**src/hdl/kst_pkg.sv**
```systemverilog
// Shared types and status codes for the key state change table.
`timescale 1ns / 1ps

package kst_pkg;

    localparam int KEY_W = 16;

    typedef enum logic [1:0] {
        ST_OK      = 2'd0,
        ST_BAD_KEY = 2'd1,
        ST_FULL    = 2'd2
    } kst_status_t;

    typedef struct packed {
        kst_status_t        status;
        logic               event_valid;
        logic [KEY_W-1:0]   event_key;
        logic               event_is_press;
    } kst_result_t;

endpackage

```
**src/hdl/kst_in_if.sv**
```systemverilog
// Input channel: one key report word per handshake.
`timescale 1ns / 1ps

interface kst_in_if;
    logic        valid;
    logic        ready;
    logic [15:0] key_id;
    logic        pressed;

    modport source (output valid, output key_id, output pressed, input ready);
    modport sink   (input valid, input key_id, input pressed, output ready);
endinterface

```
**src/hdl/kst_out_if.sv**
```systemverilog
// Output channel: one status and event word per handshake.
`timescale 1ns / 1ps

interface kst_out_if;
    logic        valid;
    logic        ready;
    logic [1:0]  status;
    logic        event_valid;
    logic [15:0] event_key;
    logic        event_is_press;

    modport source (output valid, output status, output event_valid,
                    output event_key, output event_is_press, input ready);
    modport sink   (input valid, input status, input event_valid,
                    input event_key, input event_is_press, output ready);
endinterface

```
**src/hdl/kst_slot_mem.sv**
```systemverilog
// Slot memory: key code and last level per slot, one write and one registered read port.
`timescale 1ns / 1ps

module kst_slot_mem #(
    parameter int DEPTH = 32,
    parameter int IDX_W = 5
) (
    input  logic                     clk,
    input  logic                     wr_en,
    input  logic [IDX_W-1:0]         wr_addr,
    input  logic [kst_pkg::KEY_W-1:0] wr_key,
    input  logic                     wr_pressed,
    input  logic [IDX_W-1:0]         rd_addr,
    output logic [kst_pkg::KEY_W-1:0] rd_key,
    output logic                     rd_pressed
);
    import kst_pkg::*;

    logic [KEY_W:0] mem [DEPTH];
    logic [KEY_W:0] rd_data_reg;

    // Write one slot, read one slot into the output register
    always_ff @(posedge clk)
    begin
        if (wr_en)
        begin
            mem[wr_addr] <= {wr_key, wr_pressed};
        end
        rd_data_reg <= mem[rd_addr];
    end

    assign rd_key     = rd_data_reg[KEY_W:1];
    assign rd_pressed = rd_data_reg[0];

endmodule

```
**src/hdl/kst_ctrl.sv**
```systemverilog
// Scan sequencer: walks the occupied slots with one compare unit and updates the table.
`timescale 1ns / 1ps

module kst_ctrl #(
    parameter int DEPTH = 32,
    parameter int IDX_W = 5,
    parameter int CNT_W = 6
) (
    input  logic                      clk,
    input  logic                      rst_n,
    kst_in_if.sink                    in_ch,
    output kst_pkg::kst_result_t      res,
    output logic                      res_valid,
    input  logic                      res_taken,
    output logic [IDX_W-1:0]          rd_addr,
    input  logic [kst_pkg::KEY_W-1:0] rd_key,
    input  logic                      rd_pressed,
    output logic                      wr_en,
    output logic [IDX_W-1:0]          wr_addr,
    output logic [kst_pkg::KEY_W-1:0] wr_key,
    output logic                      wr_pressed
);
    import kst_pkg::*;

    typedef enum logic [1:0] {
        S_IDLE,
        S_SCAN,
        S_DONE
    } state_t;

    state_t            state_reg;
    logic [KEY_W-1:0]  key_reg;
    logic              lvl_reg;
    logic [CNT_W-1:0]  fill_reg;
    logic [IDX_W-1:0]  rd_idx_reg;
    logic [IDX_W-1:0]  cmp_idx_reg;
    logic              pend_reg;
    kst_result_t       res_reg;

    logic              hit;
    logic              last;
    logic              empty;
    logic              full;
    logic              miss;
    logic              accept;

    assign in_ch.ready = (state_reg == S_IDLE);
    assign accept      = in_ch.valid && in_ch.ready;
    assign res         = res_reg;
    assign res_valid   = (state_reg == S_DONE);
    assign rd_addr     = rd_idx_reg;

    // Compare the slot read last cycle; the occupied slots form a prefix of the table
    assign hit   = pend_reg && (rd_key == key_reg);
    assign last  = pend_reg && (cmp_idx_reg == IDX_W'(fill_reg - CNT_W'(1)));
    assign empty = (fill_reg == '0);
    assign full  = (fill_reg == CNT_W'(DEPTH));
    assign miss  = !hit && (empty || last);

    // Write back a changed level, or claim the next free slot on a miss
    always_comb
    begin
        wr_en      = 1'b0;
        wr_addr    = cmp_idx_reg;
        wr_key     = key_reg;
        wr_pressed = lvl_reg;
        if (state_reg == S_SCAN)
        begin
            if (hit)
            begin
                wr_en = (rd_pressed != lvl_reg);
            end
            else if (miss && !full)
            begin
                wr_en   = 1'b1;
                wr_addr = IDX_W'(fill_reg);
            end
        end
    end

    // Sequencer state, scan pointers and result register
    always_ff @(posedge clk or negedge rst_n)
    begin
        if (!rst_n)
        begin
            state_reg   <= S_IDLE;
            fill_reg    <= '0;
            pend_reg    <= 1'b0;
            rd_idx_reg  <= '0;
            cmp_idx_reg <= '0;
            key_reg     <= '0;
            lvl_reg     <= 1'b0;
            res_reg     <= '0;
        end
        else
        begin
            case (state_reg)
                S_IDLE:
                begin
                    if (accept)
                    begin
                        key_reg    <= in_ch.key_id;
                        lvl_reg    <= in_ch.pressed;
                        rd_idx_reg <= '0;
                        pend_reg   <= 1'b0;
                        res_reg    <= '0;
                        if (in_ch.key_id == '0)
                        begin
                            res_reg.status <= ST_BAD_KEY;
                            state_reg      <= S_DONE;
                        end
                        else
                        begin
                            state_reg <= S_SCAN;
                        end
                    end
                end
                S_SCAN:
                begin
                    rd_idx_reg  <= rd_idx_reg + IDX_W'(1);
                    cmp_idx_reg <= rd_idx_reg;
                    pend_reg    <= 1'b1;
                    if (hit)
                    begin
                        res_reg.status         <= ST_OK;
                        res_reg.event_valid    <= (rd_pressed != lvl_reg);
                        res_reg.event_key      <= (rd_pressed != lvl_reg) ? key_reg : '0;
                        res_reg.event_is_press <= (rd_pressed != lvl_reg) && lvl_reg;
                        state_reg              <= S_DONE;
                    end
                    else if (miss)
                    begin
                        if (full)
                        begin
                            res_reg.status <= ST_FULL;
                        end
                        else
                        begin
                            fill_reg               <= fill_reg + CNT_W'(1);
                            res_reg.status         <= ST_OK;
                            res_reg.event_valid    <= lvl_reg;
                            res_reg.event_key      <= lvl_reg ? key_reg : '0;
                            res_reg.event_is_press <= lvl_reg;
                        end
                        state_reg <= S_DONE;
                    end
                end
                S_DONE:
                begin
                    if (res_taken)
                    begin
                        state_reg <= S_IDLE;
                    end
                end
                default:
                begin
                    state_reg <= S_IDLE;
                end
            endcase
        end
    end

endmodule

```
**src/hdl/key_state_change_table.sv**
```systemverilog
// Key state change table: a report with key code zero is answered with a bad-key status
// and no scan; any other key starts a scan that ends on a hit or, on a miss, after the last
// occupied slot (at most TABLE_ENTRIES slots), reading one slot per cycle through the
// single memory read port and one comparator.
// No new report is taken during a scan, nor until the result has moved to the output register.
// Reset empties the table by clearing the fill count; the slot memory itself is not swept.
`timescale 1ns / 1ps

module key_state_change_table #(
    parameter int TABLE_ENTRIES = 32
) (
    input  logic      clk,
    input  logic      rst_n,
    kst_in_if.sink    in_ch,
    kst_out_if.source out_ch
);
    import kst_pkg::*;

    localparam int IDX_W = (TABLE_ENTRIES > 1) ? $clog2(TABLE_ENTRIES) : 1;
    localparam int CNT_W = $clog2(TABLE_ENTRIES + 1);

    kst_result_t       res;
    logic              res_valid;
    logic              res_taken;
    logic [IDX_W-1:0]  rd_addr;
    logic [KEY_W-1:0]  rd_key;
    logic              rd_pressed;
    logic              wr_en;
    logic [IDX_W-1:0]  wr_addr;
    logic [KEY_W-1:0]  wr_key;
    logic              wr_pressed;

    logic              out_valid_reg;
    kst_result_t       out_word_reg;

    kst_ctrl #(
        .DEPTH (TABLE_ENTRIES),
        .IDX_W (IDX_W),
        .CNT_W (CNT_W)
    ) u_ctrl (
        .clk        (clk),
        .rst_n      (rst_n),
        .in_ch      (in_ch),
        .res        (res),
        .res_valid  (res_valid),
        .res_taken  (res_taken),
        .rd_addr    (rd_addr),
        .rd_key     (rd_key),
        .rd_pressed (rd_pressed),
        .wr_en      (wr_en),
        .wr_addr    (wr_addr),
        .wr_key     (wr_key),
        .wr_pressed (wr_pressed)
    );

    kst_slot_mem #(
        .DEPTH (TABLE_ENTRIES),
        .IDX_W (IDX_W)
    ) u_slot_mem (
        .clk        (clk),
        .wr_en      (wr_en),
        .wr_addr    (wr_addr),
        .wr_key     (wr_key),
        .wr_pressed (wr_pressed),
        .rd_addr    (rd_addr),
        .rd_key     (rd_key),
        .rd_pressed (rd_pressed)
    );

    // Move a finished result into the output register when it is free or draining
    assign res_taken = res_valid && (!out_valid_reg || out_ch.ready);

    always_ff @(posedge clk or negedge rst_n)
    begin
        if (!rst_n)
        begin
            out_valid_reg <= 1'b0;
        end
        else if (res_taken)
        begin
            out_valid_reg <= 1'b1;
        end
        else if (out_ch.ready)
        begin
            out_valid_reg <= 1'b0;
        end
    end

    // Hold the output word until it is taken
    always_ff @(posedge clk)
    begin
        if (res_taken)
        begin
            out_word_reg <= res;
        end
    end

    assign out_ch.valid          = out_valid_reg;
    assign out_ch.status         = 2'(out_word_reg.status);
    assign out_ch.event_valid    = out_word_reg.event_valid;
    assign out_ch.event_key      = out_word_reg.event_key;
    assign out_ch.event_is_press = out_word_reg.event_is_press;

endmodule
```
**src/flat_wrapper.sv**
```systemverilog
// flat-port wrapper written by rule: the top's interface ports become plain ports
module key_state_change_table_flat import kst_pkg::*;
#(
    parameter int TABLE_ENTRIES = 32
)
  (clk, rst_n, in_ch_valid, in_ch_key_id, in_ch_pressed, in_ch_ready, out_ch_valid, out_ch_status, out_ch_event_valid, out_ch_event_key, out_ch_event_is_press, out_ch_ready);
  kst_in_if in_ch_i ();
  kst_out_if out_ch_i ();
  input  logic clk;
  input  logic rst_n;
  input wire logic [$bits(in_ch_i.valid)-1:0] in_ch_valid;
  input wire logic [$bits(in_ch_i.key_id)-1:0] in_ch_key_id;
  input wire logic [$bits(in_ch_i.pressed)-1:0] in_ch_pressed;
  output wire logic [$bits(in_ch_i.ready)-1:0] in_ch_ready;
  output wire logic [$bits(out_ch_i.valid)-1:0] out_ch_valid;
  output wire logic [$bits(out_ch_i.status)-1:0] out_ch_status;
  output wire logic [$bits(out_ch_i.event_valid)-1:0] out_ch_event_valid;
  output wire logic [$bits(out_ch_i.event_key)-1:0] out_ch_event_key;
  output wire logic [$bits(out_ch_i.event_is_press)-1:0] out_ch_event_is_press;
  input wire logic [$bits(out_ch_i.ready)-1:0] out_ch_ready;
  assign in_ch_i.valid = in_ch_valid;
  assign in_ch_i.key_id = in_ch_key_id;
  assign in_ch_i.pressed = in_ch_pressed;
  assign in_ch_ready = in_ch_i.ready;
  assign out_ch_valid = out_ch_i.valid;
  assign out_ch_status = out_ch_i.status;
  assign out_ch_event_valid = out_ch_i.event_valid;
  assign out_ch_event_key = out_ch_i.event_key;
  assign out_ch_event_is_press = out_ch_i.event_is_press;
  assign out_ch_i.ready = out_ch_ready;
  key_state_change_table #(.TABLE_ENTRIES(TABLE_ENTRIES)) u_core (.clk(clk), .rst_n(rst_n), .in_ch(in_ch_i), .out_ch(out_ch_i));
endmodule
```
**config.mk**
```make
export PLATFORM = sky130hd
export DESIGN_NAME = key_state_change_table_flat
export DESIGN_NICKNAME = d
export VERILOG_FILES = /design/src/hdl/kst_pkg.sv /design/src/hdl/kst_in_if.sv /design/src/hdl/kst_out_if.sv /design/src/hdl/kst_slot_mem.sv /design/src/hdl/kst_ctrl.sv /design/src/hdl/key_state_change_table.sv /design/src/flat_wrapper.sv
export SDC_FILE = /design/constraint.sdc
export NUM_CORES = 1
export LEC_CHECK = 0
export BUFFER_PORTS_ARGS = -buffer_cell sky130_fd_sc_hd__buf_4
export CAP_MARGIN = 5
export CORE_MARGIN = 2
export CORE_UTILIZATION = 56
export DETAILED_ROUTE_END_ITERATION = 10
export PLACE_DENSITY = 0.75
export SYNTH_ARGS = -nofsm -noshare
export SYNTH_HDL_FRONTEND = slang
export SYNTH_HIERARCHICAL = 1
export SYNTH_SLANG_ARGS = --single-unit
```
**constraint.sdc**
```tcl
create_clock -name clk -period 3.9 [get_ports clk]
set_clock_uncertainty 0.05 [all_clocks]
set_input_delay 0.195 -clock clk [delete_from_list [all_inputs] [get_ports clk]]
set_output_delay 0.195 -clock clk [all_outputs]
set_load 0.01 [all_outputs]
```
==> results of run 1 <==
cell usage after synthesis (all sizes together) (2+ instances only):
| cell type | number |
|---|---|
| nand2 | 113 |
| nand3b | 6 |
| inv | 22 |
| a211oi | 2 |
| edfxtp | 564 |
| a22oi | 68 |
| mux2i | 290 |
| and2 | 4 |
| nor2 | 47 |
| buf | 61 |
| a31oi | 19 |
| nand4 | 25 |
| ha | 5 |
| a22o | 35 |
| dfrtp | 57 |
| nor4 | 6 |
| nand3 | 42 |
| nor3 | 20 |
| dfxtp | 17 |
| or2 | 2 |
| nor2b | 4 |
| a21oi | 37 |
| mux2 | 7 |
| clkbuf | 24 |
| or3b | 3 |
| nand2b | 5 |
| o21ai | 23 |
| xnor2 | 19 |
| xor2 | 8 |
| and3 | 2 |
| or3 | 2 |
stage by stage:
| step | hold slack, ps | area (sq um) |
|---|---|---|
| floorplan | -151 | 25400 |
| global placement | 249 | 26600 |
| detailed placement | 251 | 26600 |
| CTS | 128 | 28800 |
| global route | 200 | 28800 |
| finish | 118 | 28800 |
layout make-up:
class / instances / share of cell area [%]
Sequential cell: 638 / 65.1
Timing Repair Buffer: 134 / 4.24
Multi-Input combinational cell: 802 / 21.0
Tap cell: 600 / 2.61
Inverter: 22 / 0.287
Clock buffer: 78 / 5.97
Clock inverter: 29 / 0.844
cell usage in the layout (no fill, tap or decap), types with 20 or more instances in the layout:
cell type      Yosys  layout
dlygate4sd3_1      0      20
dfrtp_1           57      56
a22oi_1           68      68
nand2_1          111     111
buf_4             11     101
a21oi_1           37      37
edfxtp_1         564     564
clkbuf_16          0      65
a22o_1            35      35
inv_1             22      22
mux2i_1          290     290
nand3_1           42      42
nor2_1            47      36
nand4_1           25      25
o21ai_0           22      22
power by group:
part           switching (mW)  internal, mW
Clock                    2.45          3.29
Combinational            4.18          2.07
Sequential              0.408          8.74
worst min path at each step:
stage	depth (start not counted)	end	slack, ps
2_1_floorplan	0	u_core/out_ch.valid	-150
3_3_place_gp	1	u_core/u_ctrl/res[17]	250
3_5_place_dp	1	u_core/u_ctrl/res[17]	250
4_1_cts	2	u_core/u_ctrl/res[6]	130
5_1_grt	2	u_core/u_ctrl/res[12]	200
6_report	2	u_core/u_ctrl/res[6]	120
cell families after synthesis:
family	after synthesis	synth area share (%)
compound gates	191	5.27
xor+xnor	27	0.930
fa+ha+maj	5	0.246
buf+inv	108	2.87
flops	638	73.6
mux	297	11.8
simple gates	282	5.28
what timing repair did:
item,CTS,global route
setup buffers,0,0
hold endpoints to repair,77,0
resized for setup,0,1
setup endpoints to repair,0,104
hold buffers,20,0
layer usage:
metal	vias to the layer above	share of wire (%)
met5	-	0
met4	0	4.3
met3	131	9.3
met2	752	46
met1	7078	40
li1	6177	-
worst max-delay path, cell delays in order (launching register included):
cell and delay (ps):
dfrtp_1 460, inv_1 120, ha_1 260, o21ba_1 200
a221o_1 380, a211oi_4 240, a21o_4 180, nand2_4 100
mux2_4 380, or3b_2 540, nor2_1 210, buf_4 240
==> results by group, run 1 <==
STA
  – Fin Setup TNS: 0 ps
  – Max Fclk: around 270 MHz
  – Final Setup Violations: 0
  – Worst slew margin: 28.3%
  – Final worst-path cycle share: 94.3%
  – PnR worst setup slack: between 200 and 250 ps
  – Final Hold Fails: 0
  – Worst slew pin tran: 1070 ps
  – RSZ-0062 raised after global routing: false
  – Min cycle time layout: 3680 ps
  – Slew Limit Fails: 0

Yosys
  – Mean Syn Cell Area: 16.4 sq um
  – Register area share after synthesis: 73.6%
  – Count of cell types in the netlist: 55
  – Post-Syn Area: 0.0254 sq mm
  – FF+latch count, synth: between 600 and 700
  – Ys Warns: 6
  – Syn Inst Count: 1548
  – FFs w/ async S/R, synth: 8.93%
  – Post-synth EDFFs: 564
  – Post-synth top area cell: edfxtp_1
  – Top-area cell type share of the netlist area: about two thirds
  – Synth Net Count: 1574
  – Post-synth top flop: edfxtp_1
  – Synth top area cells: edfxtp_1 (67%), mux2i_1 (11%), dfrtp_1 (5.6%), a22oi_1 (2.0%), nand2_1 (1.6%)

Layout
  – Fin cells: between 2000 and 2500
  – Area growth from synthesis to layout: 13.1%
  – Sequential cell area: 0.0187 sq mm
  – Fillcell total: 3070
  – Final Util: 63.8%
  – Diode count: 0
  – Share of post-route cells with drive strength above 1: ~14%
  – Area of the multi-input gates: 0.00604 sq mm
  – Max reg flops: between 500 and 600
  – Nets: 1682

Die
  – Initial core utilization: 56.4%
  – Die ar.: 0.0471 sq mm
  – Die Height: 217 um
  – Core Area: 0.0451 sq mm
  – Num rows: 78
  – Num ports: 43
  – Die X: 217 um

Global route
  – Met3 usage: 4.71%
  – Met1 usage: 36.2%
  – GRT busiest layer: met2
  – Pin count of the biggest net entering global routing: 81
  – Global-route wire length before repair: 86900 um
  – Initial antenna violation count: 0
  – GRT met2 Usage: 39.0%
  – GRT overflow: 0
  – GRT Util Overall: about a quarter
  – Number of global-route vias before repair: 13587

Outcome
  – Status: finished clean

Placement
  – Post-DP HPWL: 35100 um
  – DP Worst Slack: between 100 and 150 ps
  – IO Port Bufs: 42
  – Post-placement cell count: 2176
  – Placer's final routability congestion estimate: about 0.92

Clock tree
  – Clock latency on the worst-skew pair: 630 ps
  – Clk slew on worst S/H paths: roughly 70 ps
  – CTS tree: yes
  – CTS sink cnt: 638
  – CTS Buf Count: between 50 and 60
  – CTS H-tree lvls: 2
  – Max clock buf depth: 3
  – CTS root buf: clkbuf_16

Setup path
  – Crit path DAT: 3940 ps
  – Critical path data required time: 4160 ps
  – Critical Path Sink: u_core/u_slot_mem/mem[8][6]
  – R2r startpoint: u_core/u_ctrl/fill_reg[0]
  – Worst Reg-to-Reg Cells: 11
  – Critical path class: register to register
  – Critical Path Start Type: register
  – Crit end category: register
  – Critical Path Source: u_core/u_ctrl/fill_reg[0]
  – R2R Path End: u_core/u_slot_mem/mem[8][6]
  – R2R Setup Slk: 220 ps
  – Crit path max fanout: 10

Detailed routing
  – Mean routed wirelength per cell: between 20 and 30 um
  – Pre-antenna DRT Iters: 6
  – Initial drt markers: about 1900
  – DRT antenna net count: 0
  – Routed wire length: approximately 60000 um
  – Avg Vias per Cell: 6.14
  – Vias post-DR: 14138
  – # DRC: 0

Power and ir drop
  – Tot Pwr: 21.1 mW
  – Pwr dens: 735 mW/mm^2
  – Leakage power: 10.2 nW
  – Max VDD drop: 0.606 mV

Flow run
  – Max-cap violation count: 0

Hold path
  – HP Class: input port to async pin
No activity file was read; power rests on OpenSTA's default activity.
==> inputs of run 2 (changes only) <==
Settings changed: PLACE_DENSITY 0.75 to 0.72.
Clock period 3.9 ns to 3.8 ns, I/O delays scaled along.
==> results by group, run 2 (synthesized netlist as in run 1, its figures left out) <==
Outcome
  – Status: finished clean (unchanged)

STA
  – Worst slew margin: 28.2% (was 28.3%)
  – Slew Limit Fails: 0 (unchanged)
  – Min cycle time layout: 3640 ps (was 3680 ps)
  – Worst slew pin tran: 1080 ps (was 1070 ps)
  – WHS: 142 ps (was 118 ps)
  – Final worst-path cycle share: 95.9% (was 94.3%)
  – RSZ-0062 raised after global routing: false (unchanged)
  – Fin Setup TNS: 0 ps (unchanged)
  – Final Setup Violations: 0 (unchanged)
  – Max Fclk: 275 MHz (was 272 MHz)
  – Final Hold Fails: 0 (unchanged)

Flow run
  – Max-cap violation count: 0 (unchanged)

Detailed routing
  – DR WL met3: 4870 um (was 5540 um)
  – DRT antenna net count: 0 (unchanged)
  – # DRC: 0 (unchanged)
  – M1 wire length: 25100 um (was 24100 um)
  – Mean routed wirelength per cell: 26.9 um (was 25.8 um)
  – Routed wire length: 62100 um (was 59500 um)
  – Top layer in use: met4 (unchanged)
  – Routed wl met2: 29500 um (was 27400 um)
  – Vias post-DR: 14341 (was 14138)
  – Avg Vias per Cell: 6.20 (was 6.14)
  – Initial drt markers: 1680 (was 1892)
  – Pre-antenna DRT Iters: 5 (was 6)

Placement
  – Post-DP HPWL: 37300 um (was 35100 um)
  – Placer's final routability congestion estimate: 0.900 (was 0.920)
  – IO Port Bufs: 42 (unchanged)

Setup path
  – Crit end category: register (unchanged)
  – Crit path max fanout: 17 (was 10)
  – Critical path data required time: 4050 ps (was 4160 ps)
  – Crit path DAT: 3890 ps (was 3940 ps)
  – Critical path class: register to register (unchanged)
  – R2R Setup Slk: 160 ps (was 220 ps)
  – R2r startpoint: u_core/u_ctrl/fill_reg[1] (was u_core/u_ctrl/fill_reg[0])
  – Critical Path Start Type: register (unchanged)
  – Worst Reg-to-Reg Cells: 11 (unchanged)
  – R2R Path End: u_core/u_slot_mem/mem[16][2] (was u_core/u_slot_mem/mem[8][6])

Global route
  – GRT overflow: 0 (unchanged)
  – Number of global-route vias before repair: 14256 (was 13587)
  – GRT Util Overall: 26.5% (was 25.5%)
  – Initial antenna violation count: 0 (unchanged)
  – Global-route wire length before repair: 90800 um (was 86900 um)
  – Pin count of the biggest net entering global routing: 102 (was 81)

Layout
  – Share of post-route cells with drive strength above 1: 13.8% (was 14.2%)
  – Commonest cells after routing, fill and taps aside: edfxtp_1 (564), mux2i_1 (290), buf_4 (114), nand2_1 (111), a22oi_1 (68) (was edfxtp_1 (564), mux2i_1 (290), nand2_1 (111), buf_4 (101), a22oi_1 (68))
  – Area growth from synthesis to layout: 13.0% (was 13.1%)
  – Nets: 1690 (was 1682)
  – Commonest non-fill, non-tap cell in the layout: edfxtp_1 (unchanged)
  – Diode count: 0 (unchanged)
  – Max reg flops: 544 (unchanged)
  – Final Util: 63.7% (was 63.8%)

Power and ir drop
  – Comb power frac: 30.6% (was 29.6%)
  – Pwr dens: 763 mW/mm^2 (was 735 mW/mm^2)
  – Sequential power share: 42.4% (was 43.3%)
  – Switching pwr: 7.39 mW (was 7.04 mW)
  – Max VDD drop: 0.516 mV (was 0.606 mV)
  – Clock power frac: 26.9% (was 27.2%)
  – Leakage power: 10.2 nW (about the same)
  – Pint: 14.5 mW (was 14.1 mW)
  – Switching share of power: 33.7% (was 33.3%)

Clock tree
  – Clock latency on the worst-skew pair: 620 ps (was 630 ps)
  – CTS H-tree lvls: 2 (unchanged)
  – CTS tree: yes (unchanged)
  – CTS sink cnt: 638 (unchanged)
  – Max clock buf depth: 3 (unchanged)
  – Clk slew on worst S/H paths: 70 ps (about the same)
  – CTS Buf Count: 58 (unchanged)
  – CTS root buf: clkbuf_16 (unchanged)
  – Setup Buffers After CTS: 0 (unchanged)

Die
  – Die Height: 217 um (unchanged)
  – Initial core utilization: 56.4% (unchanged)
  – Die X: 217 um (unchanged)
  – Die ar.: 0.0471 sq mm (unchanged)
  – Num rows: 78 (unchanged)
  – Num ports: 43 (unchanged)
  – Core Area: 0.0451 sq mm (unchanged)

Hold path
  – HP Class: input port to async pin (unchanged)
[run 2: cell types whose count changed in the layout (fill, tap and decap cells not counted), moves of 5 or more]
cell / change
buf_12: -5
clkbuf_16: -6
clkbuf_1: +7
buf_4: +13
bufinv_16: +5
nor2_2: -5
nor2_1: +5
[run 2: critical path, stage by stage (launching register included)]
cell and delay [ps]:
dfrtp_1 420, inv_1 100, ha_1 240, o21ba_1 200
a221o_1 370, a211oi_4 260, a21o_4 190, nand2_4 100
mux2_4 400, or3b_2 570, nor2_1 150, buf_4 280
[run 2: how the worst max path moves through the flow]
stage                                          from                           end  depth (start not counted)
after detailed placement  u_core/u_ctrl/fill_reg[1]  u_core/u_slot_mem/mem[0][10]                         11
after CTS                 u_core/u_ctrl/fill_reg[1]  u_core/u_slot_mem/mem[0][15]                         11
after floorplan           u_core/u_ctrl/fill_reg[0]   u_core/u_slot_mem/mem[0][0]                         11
after global routing      u_core/u_ctrl/fill_reg[1]  u_core/u_slot_mem/mem[16][7]                         11
after global placement    u_core/u_ctrl/fill_reg[1]  u_core/u_slot_mem/mem[0][10]                         11
final                     u_core/u_ctrl/fill_reg[1]  u_core/u_slot_mem/mem[16][2]                         11
[run 2: what timing repair did]
| action | 4_1_cts | 5_1_grt |
|---|---|---|
| setup endpoints to repair | 0 | 136 |
| gates resized for setup | 0 | 2 |
| endpoints found under the hold margin | 77 | 0 |
| hold buffers | 20 | 0 |
[run 2: cell type report]
cell class                      count  area, sq um
Sequential cell                   638        18700
Fill cell                        3169        16400
Inverter                           22         82.6
Clock buffer                       76         1550
Timing Repair Buffer              142         1220
Clock inverter                     33          382
Multi-Input combinational cell    802         6030
Tap cell                          600          751
[run 2: power by group through the flow]
stage | Sequential (mW) | Clock, mW | Combinational [mW]
finish | 9.30 | 5.91 | 6.71
global route | 9.34 | 6.25 | 7.01
CTS | 9.29 | 5.98 | 6.64
detailed placement | 9.43 | 0 | 6.58
global placement | 9.42 | 0 | 6.47
floorplan | 9.74 | 0 | 3.87
[run 2: metal layers]
metal,GRT usage (%),vias up
met5,0,-
met4,11.5,0
met3,4.46,131
met2,41.7,667
met1,36.9,7350
li1,-,6193
[run 2: metrics by stage]
step / power [mW] / cells / cell area [sq um] / setup slack [ps]
6_report: 21.9 / 2313 / 28700 / 157
5_1_grt: 22.6 / 2313 / 28700 / 61.3
4_1_cts: 21.9 / 2313 / 28700 / 40.3
3_5_place_dp: 16.0 / 2184 / 26600 / 100
3_3_place_gp: 15.9 / 2184 / 26600 / 189
2_1_floorplan: 13.6 / 1548 / 25400 / -235
==> inputs of run 3 (changes only) <==
Settings changed: REMOVE_ABC_BUFFERS set to 1.
==> results by group, run 3 (synthesized netlist as in run 1, its figures left out) <==
Detailed routing
  – Vias post-DR: 14210 (was 14341)
  – Routed wire length: 60400 um (was 62100 um)
  – Initial drt markers: 1774 (was 1680)
  – Mean routed wirelength per cell: 25.9 um (was 26.9 um)
  – DRT antenna net count: 0 (unchanged)
  – Pre-antenna DRT Iters: 6 (was 5)
  – Avg Vias per Cell: 6.10 (was 6.20)
  – # DRC: 0 (unchanged)

Placement
  – Placer's final routability congestion estimate: 0.832 (was 0.900)
  – DP Worst Slack: 143 ps (was 100 ps)
  – Post-DP HPWL: 35600 um (was 37300 um)
  – IO Port Bufs: 42 (unchanged)
  – Post-placement cell count: 2195 (was 2184)

Clock tree
  – Setup Buffers After CTS: 0 (unchanged)
  – Max clock buf depth: 3 (unchanged)
  – CTS sink cnt: 638 (unchanged)
  – CTS tree: yes (unchanged)
  – CTS H-tree lvls: 2 (unchanged)
  – Clk slew on worst S/H paths: 70 ps (about the same)
  – CTS root buf: clkbuf_16 (unchanged)
  – CTS Buf Count: 61 (was 58)
  – Clock latency on the worst-skew pair: 650 ps (was 620 ps)

Power and ir drop
  – Comb power frac: 29.9% (was 30.6%)
  – Pwr dens: 759 mW/mm^2 (was 763 mW/mm^2)
  – Switching pwr: 7.36 mW (was 7.39 mW)
  – Tot Pwr: 22.0 mW (was 21.9 mW)
  – Sequential power share: 42.6% (was 42.4%)
  – Leakage power: 10.3 nW (was 10.2 nW)
  – Pint: 14.7 mW (was 14.5 mW)
  – Switching share of power: 33.4% (was 33.7%)
  – Clock power frac: 27.5% (was 26.9%)
  – Max VDD drop: 0.546 mV (was 0.516 mV)

Setup path
  – Critical Path Start Type: register (unchanged)
  – Critical path class: register to register (unchanged)
  – Critical path data required time: 4090 ps (was 4050 ps)
  – Crit path max fanout: 17 (unchanged)
  – Crit end category: register (unchanged)
  – Crit path DAT: 3890 ps (about the same)

Die
  – Initial core utilization: 56.4% (unchanged)
  – Num rows: 78 (unchanged)
  – Die ar.: 0.0471 sq mm (unchanged)
  – Num ports: 43 (unchanged)
  – Die Height: 217 um (unchanged)
  – Core Area: 0.0451 sq mm (unchanged)
  – Die X: 217 um (unchanged)

Layout
  – Area of the multi-input gates: 0.00603 sq mm (unchanged)
  – Final Util: 64.3% (was 63.7%)
  – Sequential cell area: 0.0187 sq mm (unchanged)
  – Commonest cells after routing, fill and taps aside: edfxtp_1 (564), mux2i_1 (290), buf_4 (113), nand2_1 (111), a22oi_1 (68) (was edfxtp_1 (564), mux2i_1 (290), buf_4 (114), nand2_1 (111), a22oi_1 (68))
  – Diode count: 0 (unchanged)
  – Fillcell total: 3224 (was 3169)
  – Fin cells: 2330 (was 2313)
  – Max reg flops: 544 (unchanged)
  – Share of post-route cells with drive strength above 1: 14.6% (was 13.8%)
  – Nets: 1704 (was 1690)
  – Commonest non-fill, non-tap cell in the layout: edfxtp_1 (unchanged)
  – Area growth from synthesis to layout: 14.1% (was 13.0%)

Global route
  – GRT Util Overall: 26.0% (was 26.5%)
  – Initial antenna violation count: 1 (was 0)
  – Global-route wire length before repair: 89800 um (was 90800 um)
  – Pin count of the biggest net entering global routing: 69 (was 102)
  – GRT overflow: 0 (unchanged)
  – Number of global-route vias before repair: 14160 (was 14256)

STA
  – RSZ-0062 raised after global routing: false (unchanged)
  – Final Setup Violations: 0 (unchanged)
  – Slew Limit Fails: 0 (unchanged)
  – Final Hold Fails: 0 (unchanged)
  – Worst slew margin: 29.5% (was 28.2%)
  – Final worst-path cycle share: 94.8% (was 95.9%)
  – Worst slew pin tran: 1060 ps (was 1080 ps)
  – Min cycle time layout: 3600 ps (was 3640 ps)
  – Max Fclk: 278 MHz (was 275 MHz)
  – PnR worst setup slack: 199 ps (was 157 ps)

Flow run
  – Max-cap violation count: 0 (unchanged)

Hold path
  – HP Class: input port to async pin (unchanged)

Outcome
  – Status: finished clean (unchanged)
## run 3: cell count changes in the layout (fill, tap and decap cells not counted)
cell,before,now
clkinvlp_4,4,6
clkinv_1,10,14
nor2_1,41,39
bufinv_16,8,6
clkinv_2,8,9
buf_4,114,113
a211oi_1,0,1
nor2_2,5,7
clkbuf_16,59,64
buf_12,8,20
clkinv_8,1,0
clkbuf_8,1,0
a211oi_2,1,0
clkbuf_1,16,14
## run 3: what timing repair did
action,in CTS,in global routing
gates resized for setup,0,2
hold buffers,20,0
endpoints found under the hold margin,77,0
endpoints found under the setup margin,0,125
## run 3: final timing paths
| path | start | to | slack, ps | cells past startpoint |
|---|---|---|---|---|
| setup reg to reg | u_core/u_ctrl/fill_reg[1] | u_core/u_slot_mem/mem[18][12] | 200 | 11 |
| hold / removal | rst_n | u_core/u_ctrl/cmp_idx_reg[3] | 100 | 2 |
| min in group clk | in_ch_pressed | u_core/u_ctrl/wr_pressed | 240 | 4 |
| setup / recovery | u_core/u_ctrl/fill_reg[1] | u_core/u_slot_mem/mem[18][12] | 200 | 11 |
| hold reg to reg | u_core/u_ctrl/res[4] | u_core/out_ch.event_key[3] | 390 | 0 |
| max in group asynchronous | rst_n | u_core/u_ctrl/rd_addr[0] | 3030 | 2 |
## run 3: final cells by class
type	count	share of cell area, %
sequential	638	64.5
clock buffer	78	5.70
clock inverter	37	1.17
multi-input combinational	802	20.8
tap	600	2.59
timing repair buffer	153	4.99
inverter	22	0.285
## run 3: through the flow
step                setup TNS [ps]  hold slack [ps]  instance area [sq um]
floorplan                  -167350             -156                  24800
global placement                 0              250                  26800
detailed placement               0              248                  26800
CTS                              0              101                  29000
global route                     0              167                  29000
finish                           0              101                  29000
## run 3: power by group through the flow
stage / registers, mW / logic, mW / clock network [mW]
CTS: 9.37 / 6.52 / 6.13
detailed placement: 9.51 / 6.47 / 0
global placement: 9.50 / 6.36 / 0
global route: 9.43 / 6.94 / 6.41
finish: 9.38 / 6.58 / 6.05
floorplan: 10.0 / 3.05 / 0
## run 3: per-layer routing
metal | vias up | track usage, % | part of all wire, %
li1 | 6227 | - | -
met4 | 0 | 10.3 | 4.0
met1 | 7150 | 35.7 | 40
met2 | 700 | 41.7 | 48
met5 | - | 0 | 0
met3 | 133 | 4.72 | 7.8
## run 3: critical path, stage by stage (launching register included)
cell      delay [ps]
dfrtp_1          420
inv_1            100
ha_1             250
o21ba_1          200
a221o_1          380
a211oi_4         250
a21o_4           170
nand2_4          100
mux2_4           380
or3b_2           570
nor2_1           240
buf_12           200
